### src/design/pst_pkg.sv
// Shared types and constants for the priority sorted table.
`default_nettype none

package pst_pkg;

  // Field widths of the request and result
  localparam int unsigned PRI_W         = 8;
  localparam int unsigned TAG_W         = 16;
  localparam int unsigned INDEX_W       = 5;
  localparam int unsigned COUNT_W       = 6;
  localparam int unsigned REQ_W         = 2;
  localparam int unsigned STATUS_W      = 2;
  localparam int unsigned DEFAULT_DEPTH = 32;

  // Request codes
  typedef enum logic [REQ_W-1:0] {
    REQ_INSERT = 2'd0,
    REQ_DELETE = 2'd1,
    REQ_READ   = 2'd2
  } req_e;

  // Result status codes
  typedef enum logic [STATUS_W-1:0] {
    STATUS_OK    = 2'd0,
    STATUS_FULL  = 2'd1,
    STATUS_RANGE = 2'd2
  } status_e;

  // One table entry
  typedef struct packed {
    logic [PRI_W-1:0] pri;
    logic [TAG_W-1:0] tag;
  } entry_t;

  // Command broadcast to every cell of the chain
  typedef struct packed {
    logic   do_ins;
    logic   do_del;
    entry_t item;
  } cell_cmd_t;

endpackage

`default_nettype wire

### src/design/pst_cell.sv
// One slot of the table: holds an entry and trades it with its neighbors.
`default_nettype none

module pst_cell (
  input  wire logic               clk_i,
  input  wire pst_pkg::cell_cmd_t cmd_i,
  input  wire logic               occupied_i,
  input  wire logic               land_i,
  input  wire logic               after_idx_i,
  input  wire logic               left_take_i,
  input  wire pst_pkg::entry_t    left_entry_i,
  input  wire pst_pkg::entry_t    right_entry_i,
  input  wire pst_pkg::entry_t    carry_i,
  output logic                    take_o,
  output pst_pkg::entry_t         carry_o,
  output pst_pkg::entry_t         entry_o
);

  pst_pkg::entry_t entry_q;
  pst_pkg::entry_t entry_d;
  logic            run_head;
  logic            swap;

  // Flag a held entry that the new priority beats
  assign take_o = occupied_i && (cmd_i.item.pri > entry_q.pri);

  // Past the insertion point the carried priority equals the left run's priority,
  // so swap only where this slot starts a lower run
  assign run_head = !left_take_i || (left_entry_i.pri != entry_q.pri);
  assign swap     = take_o && run_head;

  // Pass the displaced entry on, or let the carried one through
  assign carry_o = swap ? entry_q : carry_i;

  // Insert: take the carried entry on a swap or at the first free slot;
  // delete: shift up from the index
  always_comb begin
    entry_d = entry_q;
    if (cmd_i.do_ins) begin
      if (swap || land_i) begin
        entry_d = carry_i;
      end
    end else if (cmd_i.do_del && after_idx_i) begin
      entry_d = right_entry_i;
    end
  end

  always_ff @(posedge clk_i) begin
    entry_q <= entry_d;
  end

  assign entry_o = entry_q;

endmodule

`default_nettype wire

### src/design/priority_sorted_table_top.sv
// Priority sorted table: a chain of slot cells kept in descending priority order.
//
// Each request (insert, delete at index, read at index) is first registered;
// then every slot cell compares in parallel, the displaced entry ripples down
// the chain, and the result register loads. A new request is taken only when no
// request is in work and the result register is free or its result is taken in
// the same cycle, so a request is not taken before the last one is through the
// chain. An insert into a full table returns status 1 and leaves the table
// as it was; a delete or read at an index not below the entry count returns
// status 2. An insert exchanges the carried entry only where it is strictly
// higher, so entries of equal priority may change their relative order.
// Slots come out of reset unwritten; only occupied slots are ever read, so no
// clearing pass is needed.
`default_nettype none

module priority_sorted_table_top #(
  parameter int unsigned TABLE_DEPTH = pst_pkg::DEFAULT_DEPTH
) (
  input  wire logic                         clk_i,
  input  wire logic                         rst_ni,
  input  wire logic                         in_valid_i,
  output logic                              in_stall_o,
  input  wire logic [pst_pkg::REQ_W-1:0]    req_type_i,
  input  wire logic [pst_pkg::PRI_W-1:0]    item_priority_i,
  input  wire logic [pst_pkg::TAG_W-1:0]    item_tag_i,
  input  wire logic [pst_pkg::INDEX_W-1:0]  entry_index_i,
  output logic                              out_valid_o,
  input  wire logic                         out_stall_i,
  output logic [pst_pkg::STATUS_W-1:0]      status_o,
  output logic [pst_pkg::PRI_W-1:0]         out_priority_o,
  output logic [pst_pkg::TAG_W-1:0]         out_tag_o,
  output logic [pst_pkg::COUNT_W-1:0]       entry_count_o
);

  localparam int unsigned CNT_W = $clog2(TABLE_DEPTH + 1);
  localparam int unsigned CMP_W = (CNT_W > pst_pkg::INDEX_W) ? CNT_W : pst_pkg::INDEX_W;

  // Request register
  logic                            req_busy_q;
  pst_pkg::req_e                   req_type_q;
  pst_pkg::entry_t                 req_item_q;
  logic [pst_pkg::INDEX_W-1:0]     req_idx_q;

  // Table state
  logic [CNT_W-1:0]                count_q;
  logic [CNT_W-1:0]                count_d;

  // Result register
  logic                            out_valid_q;
  pst_pkg::status_e                status_q;
  pst_pkg::status_e                status_d;
  pst_pkg::entry_t                 rd_entry_q;
  pst_pkg::entry_t                 rd_entry_d;
  logic [pst_pkg::COUNT_W-1:0]     out_count_q;

  // Chain signals
  pst_pkg::cell_cmd_t              cmd;
  pst_pkg::entry_t                 cell_entry [TABLE_DEPTH];
  pst_pkg::entry_t                 cell_carry [TABLE_DEPTH];
  logic                            cell_take  [TABLE_DEPTH];
  logic                            cell_occ   [TABLE_DEPTH];
  logic                            cell_land  [TABLE_DEPTH];
  logic                            cell_after [TABLE_DEPTH];
  pst_pkg::entry_t                 sel_entry;

  logic                            in_accept;
  logic                            out_accept;
  logic                            full;
  logic                            idx_ok;

  assign in_accept  = in_valid_i && !in_stall_o;
  assign out_accept = out_valid_q && !out_stall_i;

  // Hold off a new request while one is in work or a result is stuck
  assign in_stall_o = req_busy_q || (out_valid_q && out_stall_i);

  // Capture the request
  always_ff @(posedge clk_i or negedge rst_ni) begin
    if (!rst_ni) begin
      req_busy_q <= 1'b0;
    end else begin
      req_busy_q <= in_accept;
    end
  end

  always_ff @(posedge clk_i) begin
    if (in_accept) begin
      req_type_q     <= pst_pkg::req_e'(req_type_i);
      req_item_q.pri <= item_priority_i;
      req_item_q.tag <= item_tag_i;
      req_idx_q      <= entry_index_i;
    end
  end

  // Range checks against the current count
  assign full   = (count_q == CNT_W'(TABLE_DEPTH));
  assign idx_ok = (CMP_W'(req_idx_q) < CMP_W'(count_q));

  // Build the command for the chain
  always_comb begin
    cmd.do_ins = req_busy_q && (req_type_q == pst_pkg::REQ_INSERT) && !full;
    cmd.do_del = req_busy_q && (req_type_q == pst_pkg::REQ_DELETE) && idx_ok;
    cmd.item   = req_item_q;
  end

  // Cell chain with per-slot occupancy, landing and delete-range flags
  for (genvar g = 0; g < TABLE_DEPTH; g++) begin : g_cell
    pst_pkg::entry_t left_entry;
    pst_pkg::entry_t right_entry;
    pst_pkg::entry_t carry_in;
    logic            left_take;

    assign cell_occ[g]   = (CMP_W'(g) < CMP_W'(count_q));
    assign cell_land[g]  = (CMP_W'(g) == CMP_W'(count_q));
    assign cell_after[g] = (CMP_W'(g) >= CMP_W'(req_idx_q));

    if (g == 0) begin : g_first
      assign left_take  = 1'b0;
      assign left_entry = req_item_q;
      assign carry_in   = req_item_q;
    end else begin : g_inner
      assign left_take  = cell_take[g-1];
      assign left_entry = cell_entry[g-1];
      assign carry_in   = cell_carry[g-1];
    end

    if (g == TABLE_DEPTH - 1) begin : g_last
      assign right_entry = cell_entry[g];
    end else begin : g_body
      assign right_entry = cell_entry[g+1];
    end

    pst_cell u_cell (
      .clk_i         (clk_i),
      .cmd_i         (cmd),
      .occupied_i    (cell_occ[g]),
      .land_i        (cell_land[g]),
      .after_idx_i   (cell_after[g]),
      .left_take_i   (left_take),
      .left_entry_i  (left_entry),
      .right_entry_i (right_entry),
      .carry_i       (carry_in),
      .take_o        (cell_take[g]),
      .carry_o       (cell_carry[g]),
      .entry_o       (cell_entry[g])
    );
  end

  // Select the slot at the request index
  always_comb begin
    sel_entry = '0;
    for (int i = 0; i < TABLE_DEPTH; i++) begin
      if (CMP_W'(i) == CMP_W'(req_idx_q)) begin
        sel_entry = sel_entry | cell_entry[i];
      end
    end
  end

  // Work out status, read data and the new count
  always_comb begin
    status_d   = pst_pkg::STATUS_OK;
    rd_entry_d = '0;
    count_d    = count_q;
    case (req_type_q)
      pst_pkg::REQ_INSERT: begin
        if (full) begin
          status_d = pst_pkg::STATUS_FULL;
        end else begin
          count_d = count_q + 1'b1;
        end
      end
      pst_pkg::REQ_DELETE: begin
        if (idx_ok) begin
          count_d = count_q - 1'b1;
        end else begin
          status_d = pst_pkg::STATUS_RANGE;
        end
      end
      pst_pkg::REQ_READ: begin
        if (idx_ok) begin
          rd_entry_d = sel_entry;
        end else begin
          status_d = pst_pkg::STATUS_RANGE;
        end
      end
      default: begin
        status_d = pst_pkg::STATUS_OK;
      end
    endcase
  end

  // Advance the count and the result valid
  always_ff @(posedge clk_i or negedge rst_ni) begin
    if (!rst_ni) begin
      count_q     <= '0;
      out_valid_q <= 1'b0;
    end else begin
      if (req_busy_q) begin
        count_q     <= count_d;
        out_valid_q <= 1'b1;
      end else if (out_accept) begin
        out_valid_q <= 1'b0;
      end
    end
  end

  // Load the result payload
  always_ff @(posedge clk_i) begin
    if (req_busy_q) begin
      status_q    <= status_d;
      rd_entry_q  <= rd_entry_d;
      out_count_q <= pst_pkg::COUNT_W'(count_d);
    end
  end

  assign out_valid_o    = out_valid_q;
  assign status_o       = status_q;
  assign out_priority_o = rd_entry_q.pri;
  assign out_tag_o      = rd_entry_q.tag;
  assign entry_count_o  = out_count_q;

`ifndef SYNTHESIS
  a_result_follows: assert property (@(posedge clk_i) disable iff (!rst_ni)
    req_busy_q |=> out_valid_q)
    else $error("request in work produced no result");

  a_count_bound: assert property (@(posedge clk_i) disable iff (!rst_ni)
    count_q <= CNT_W'(TABLE_DEPTH))
    else $error("entry count beyond table depth");

  a_insert_grows: assert property (@(posedge clk_i) disable iff (!rst_ni)
    cmd.do_ins |=> count_q == CNT_W'($past(count_q) + 1'b1))
    else $error("insert did not grow the count by one");

  a_delete_shrinks: assert property (@(posedge clk_i) disable iff (!rst_ni)
    cmd.do_del |=> count_q == CNT_W'($past(count_q) - 1'b1))
    else $error("delete did not shrink the count by one");

  a_no_overrun: assert property (@(posedge clk_i) disable iff (!rst_ni)
    req_busy_q |-> !(out_valid_q && out_stall_i))
    else $error("result register busy while a request completes");
`endif

endmodule

`default_nettype wire

### config.mk
export PLATFORM = sky130hd
export DESIGN_NAME = priority_sorted_table_top
export DESIGN_NICKNAME = d
export VERILOG_FILES = /design/src/design/pst_pkg.sv /design/src/design/pst_cell.sv /design/src/design/priority_sorted_table_top.sv
export SDC_FILE = /design/constraint.sdc
export NUM_CORES = 2
export LEC_CHECK = 0
export BUFFER_PORTS_ARGS = -buffer_cell sky130_fd_sc_hd__buf_4
export CORE_ASPECT_RATIO = 0.7
export CORE_MARGIN = 2
export CORE_UTILIZATION = 50
export CTS_CLUSTER_DIAMETER = 120
export DETAILED_ROUTE_END_ITERATION = 8
export PLACE_DENSITY = 0.65
export SLEW_MARGIN = 15
export SYNTH_ARGS = -nofsm -noshare
export SYNTH_HDL_FRONTEND = slang
export SYNTH_HIERARCHICAL = 1
export SYNTH_SLANG_ARGS = --single-unit
### constraint.sdc
create_clock -name clk_i -period 13.4 [get_ports clk_i]
set_input_delay 0.67 -clock clk_i [delete_from_list [all_inputs] [get_ports clk_i]]
set_output_delay 0.67 -clock clk_i [all_outputs]
set_load 0.05 [all_outputs]
; Word level (Yosys, flattened, before mapping)
; Cells that the tools add are included.
[totals]
out_inout_bits = 34
ff_bits = 839
latchBits = 0
in_bits = 35
elab_cells = 763
ram_bits = 0
mem_bits_ro = 0
n_memories = 0
[op_classes]
reduce_logical = 268
n_eq_ne = 127
n_shift = 0
muxes = 164
n_mul = 0
n_lt_le_gt_ge = 96
n_bitwise = 31
add_sub_neg = 2
div = 0
[op_table]
columns = operator, n
row1 = $mux W24, 156
row2 = $or A24 B24 Y24, 31
row3 = $gt A8 B8 Y1, 32
row4 = $ne A8 B8 Y1, 31
row5 = $logic_and A1 B1 Y1, 101
row6 = $eq A5 B6 Y1 const A, 16
row7 = $lt A5 B6 Y1 const A, 16
row8 = $eq A5 B5 Y1 const A, 16
row9 = $ge A5 B5 Y1 const A, 15
row10 = $reduce_and A2 Y1, 33
row11 = $logic_or A1 B1 Y1, 64
row12 = $reduce_bool A2 Y1, 32
row13 = $ne A2 B1 Y1 const B, 31
row14 = $eq A4 B6 Y1 const A, 8
row15 = $lt A4 B6 Y1 const A, 8
row16 = $eq A4 B5 Y1 const A, 8
row17 = $ge A4 B5 Y1 const A, 8
row18 = $logic_not A1 Y1, 34
row19 = $eq A3 B6 Y1 const A, 4
row20 = $lt A3 B6 Y1 const A, 4
row21 = $eq A3 B5 Y1 const A, 4
row22 = $ge A3 B5 Y1 const A, 4
row23 = $eq A2 B6 Y1 const A, 2
row24 = $lt A1 B6 Y1 const A, 2
row25 = 21 further kinds, 28

; Depth between registers and ports, before layout
[depth]
depth_word = 64
mapped_depth = 42
mapped_depth_nobuf = 40

; Cells and area by module
; The synthesis kept the hierarchy.
[by_module_without_submodules]
columns = mod, instances, cells_each, area_each_um2, seq_area_each_um2
row1 = pst_cell at g_cell[18].u_cell ..., 23, 122, 1735.4, 720.7
row2 = pst_cell at g_cell[0].u_cell ..., 9, 122, 1732.9, 720.7
row3 = priority_sorted_table_top, 1, 1038, 8707.1, 2092.0

; Least setup slack after synthesis
; Ideal clock, no wire load.
[synth_timing]
path_kind = register to register
from = reg req_item_q, in the netlist cmd[23]
to = reg g_cell[31].u_cell.entry_q, in the netlist g_cell[31].u_cell/entry_o[10] (data pin)
n_path_buf = 1
setup_slack_ns = 2.269
synth_period_minus_slack_ns = 11.131
path_stages_with_launch = 40
required_time_ns = 13.140
arrival_time_ns = 10.872
setup_ns = 0.260
cell_sequence = edfxtp_1 ha_1 and3_1 nand2_1 o21ai_0 o32a_1 a31oi_4 buf_12 mux2_4 mux2_4 mux2_4 mux2_4 mux2_4 mux2_4 mux2_4 mux2_4 mux2_4 mux2_4 [4 not listed] mux2_4 mux2_4 mux2_4 mux2_4 mux2_4 mux2_4 mux2_4 mux2_4 mux2_4 mux2_4 mux2_4 mux2_4 mux2_4 mux2_4 mux2_4 mux2_4 mux2_4 mux2_2
[synth_rtl]
columns = item, line_no
row1 = start: declaration, priority_sorted_table_top.sv:41  ; pst_pkg::entry_t req_item_q;
row2 = end signal: assignment, pst_cell.sv:49  ; entry_q <= entry_d;
row3 = end: declaration, pst_cell.sv:19  ; pst_pkg::entry_t entry_q;

==> summary.txt <==
STA
  – Relative slew slack: 9.11%
  – Min Clock Period, post-route: 12.51 ns
  – Final count of negative-setup-slack endpoints: 0
  – RSZ-0062 raised after global routing: no
  – Final Hold Vio Count: 0
  – F_max: 79.9 MHz
  – Final Max Tran Viols: 0
  – Fin crit share: 93.4%
  – Hold slack: 0.0971 ns
  – Fin Setup TNS: 0 ns
  – Worst slew pin tran: 1.36 ns
  – Final Skew: 0.0721 ns

Placed design
  – Placer Congestion: 1.10
  – Placement Cell Area: 0.0654 mm²
  – Post-DP HPWL: 172000 µm
  – Port-buffer cells: 68

Run status
  – Status: complete, no violations

CTS
  – Clock Sink Count: 839
  – Hold Buf Count CTS: 1
  – Post-CTS Resized: 0
  – Clock Tree Root: clkbuf_16
  – Worst-Skew Late Latency: 0.75 ns
  – Setup Fix Bufs, Post-CTS: 0
  – # H-tree levels: 3
  – Clock slew at reported path FFs: 0.07 ns
  – Num CTS Buffers: 89
  – Longest Clk Path Bufs: 3
  – CTS tree: done

Cells and area
  – Area delta synth->final: 6.95%
  – Layout Nets: 5244
  – Final instance area: 0.0683 mm²
  – Final Util: 54.0%
  – Layout cells sized above 1: 40.5%
  – Filler Cell Count: 10598

Worst setup path
  – CP max stage cell: dfrtp_1
  – Crit path from: count_q[1]$_DFFE_PN0P_
  – Req. time, crit path: 13.88 ns
  – WP buf/inv: 2
  – Critical Path AT: 12.99 ns
  – Crit start category: flip-flop
  – Critical Path Most Common Cell: mux2_4
  – Crit-path leading delay family: multiplexers
  – FF-to-FF Start: count_q[1]$_DFFE_PN0P_
  – Crit path max fanout: 15
  – Crit path kind: flip-flop to flip-flop
  – Slowest cell delay on critical path: 0.64 ns
  – Crit. End Element: flip-flop

Global route
  – Vias in the first global route: 44705
  – Largest net degree at the start of global routing: 188
  – Global route total overflow: 0
  – First-pass GRT wire length: 357000 µm
  – Initial antenna violation count: 11
  – GRT Util Overall: 39.0%

Detailed routing
  – Via count: 47687
  – Post-Route WL: 261000 µm
  – WL per Instance: 39.1 µm
  – DR vias/cell: 7.14
  – Pre-Repair DR Iteration Count: 8
  – DR iter-0 viols: 7997
  – DRC viols: 0
  – Met3 Wirelength: 38700 µm
  – Max Used Layer: met5
  – Wl on met1: 105000 µm
  – Routed Antenna Nets: 0
  – Metal2 WL: 101000 µm

Pwr
  – Clk pwr share: 21.9%
  – Gate power share: 48.4%
  – Reg power frac: 29.7%
  – Pwr/cell area: 169 mW/mm²
  – LEAKAGE: 25.6 nW
  – Switching power: 0.00415 W
  – Peak VDD IR: 0.111 mV
  – Pwr Total: 0.0115 W
  – Sw frac: 36.0%
  – Internal Power: 0.00736 W

Hold path
  – Hold Startpoint: item_tag_i[2]
  – Class of the worst hold path: input port to flip-flop

Floorplan
  – Die H: 303 µm
  – Initial Util: 50.5%
  – Num rows: 109
  – Die ar.: 0.131 mm²
  – Boundary pin count: 69
  – Die Wd: 431 µm
  – CORE AREA: 0.126 mm²

Logic synthesis
  – Synth warn: 6
  – Mapped Area: 0.0639 mm²
  – Syn_nets: 5220
  – Post-Synthesis Cells: 4916
  – Syn avg cell area: 13.0 µm²

Run
  – Max_cap viols: 0
[per-stage QoR]
| step | instances | worst slack (ns) |
|---|---|---|
| 2_1_floorplan | 4916 | 2.28 |
| 3_3_place_gp | 6513 | 1.28 |
| 3_5_place_dp | 6513 | 1.10 |
| 4_1_cts | 6676 | 1.10 |
| 5_1_grt | 6676 | 0.700 |
| 6_report | 6681 | 0.886 |
[sequential cells by signal, summed over array words and instances, names as in the netlist, 5 cells and up]
name,count
entry_count_o,6
out_priority_o,8
g_cell.u_cell/entry_o,768
count_q,6
req_idx_q,5
out_tag_o,16
cmd,24
[power by group through the flow]
stage | combinational [W] | clock, W | sequential [W]
5_1_grt | 0.00575 | 0.00262 | 0.00342
6_report | 0.00557 | 0.00252 | 0.00341
3_3_place_gp | 0.00525 | 0 | 0.00345
4_1_cts | 0.00538 | 0.00253 | 0.00340
3_5_place_dp | 0.00533 | 0 | 0.00345
2_1_floorplan | 0.00424 | 0 | 0.00336
[cells in the final DEF (no fill, tap or decap), types with 20 or more instances in the layout]
cell type,instances
mux2_2,929
edfxtp_1,831
mux2_4,589
inv_1,372
ha_1,269
nand2_1,202
buf_4,200
a22oi_1,197
xnor2_1,163
nand4_1,96
xor2_1,96
clkbuf_16,90
a21oi_1,86
a221oi_1,86
o21ai_0,61
nor2_1,51
nand3_1,47
a22o_1,43
and3_1,40
o21a_1,34
o32a_1,32
nor4_4,32
a31oi_4,32
mux2i_1,31
o31a_2,26
and3_2,23
a21o_2,23
a222oi_1,20
o31a_1,20
clkbuf_1,20
[metal layers]
layer | global-route usage, % | vias up
li1 | - | 18948
met1 | 54.3 | 23926
met2 | 53.4 | 3952
met3 | 13.2 | 847
met4 | 20.2 | 14
met5 | 0 | -
[worst paths after layout]
| kind | to | slack [ns] | cells after the start |
|---|---|---|---|
| min reg2reg | out_valid_o$_DFFE_PN0P_ | 0.51 | 1 |
| min | cmd[2]$_DFFE_PP_ | 0.1 | 1 |
| max in group asynchronous | req_busy_q$_DFF_PN0_ | 12.87 | 2 |
| max | g_cell[31].u_cell/entry_o[11]$_DFFE_PP_ | 0.89 | 40 |
| max reg2reg | g_cell[31].u_cell/entry_o[11]$_DFFE_PP_ | 0.89 | 40 |
| min in group asynchronous | count_q[4]$_DFFE_PN0P_ | 0.34 | 2 |
[final cells by class]
class	instances	area, µm²	share of cell area, %
clock inverters	51	502	0.735
clock buffers	111	2340	3.43
diodes	5	12.5	0.0183
well taps	1665	2080	3.05
flip-flops and latches	839	25200	36.8
repair buffers	204	1570	2.30
multi-input cells	3430	35200	51.6
inverters	376	1420	2.07
No activity file was read; power rests on OpenSTA's default activity.
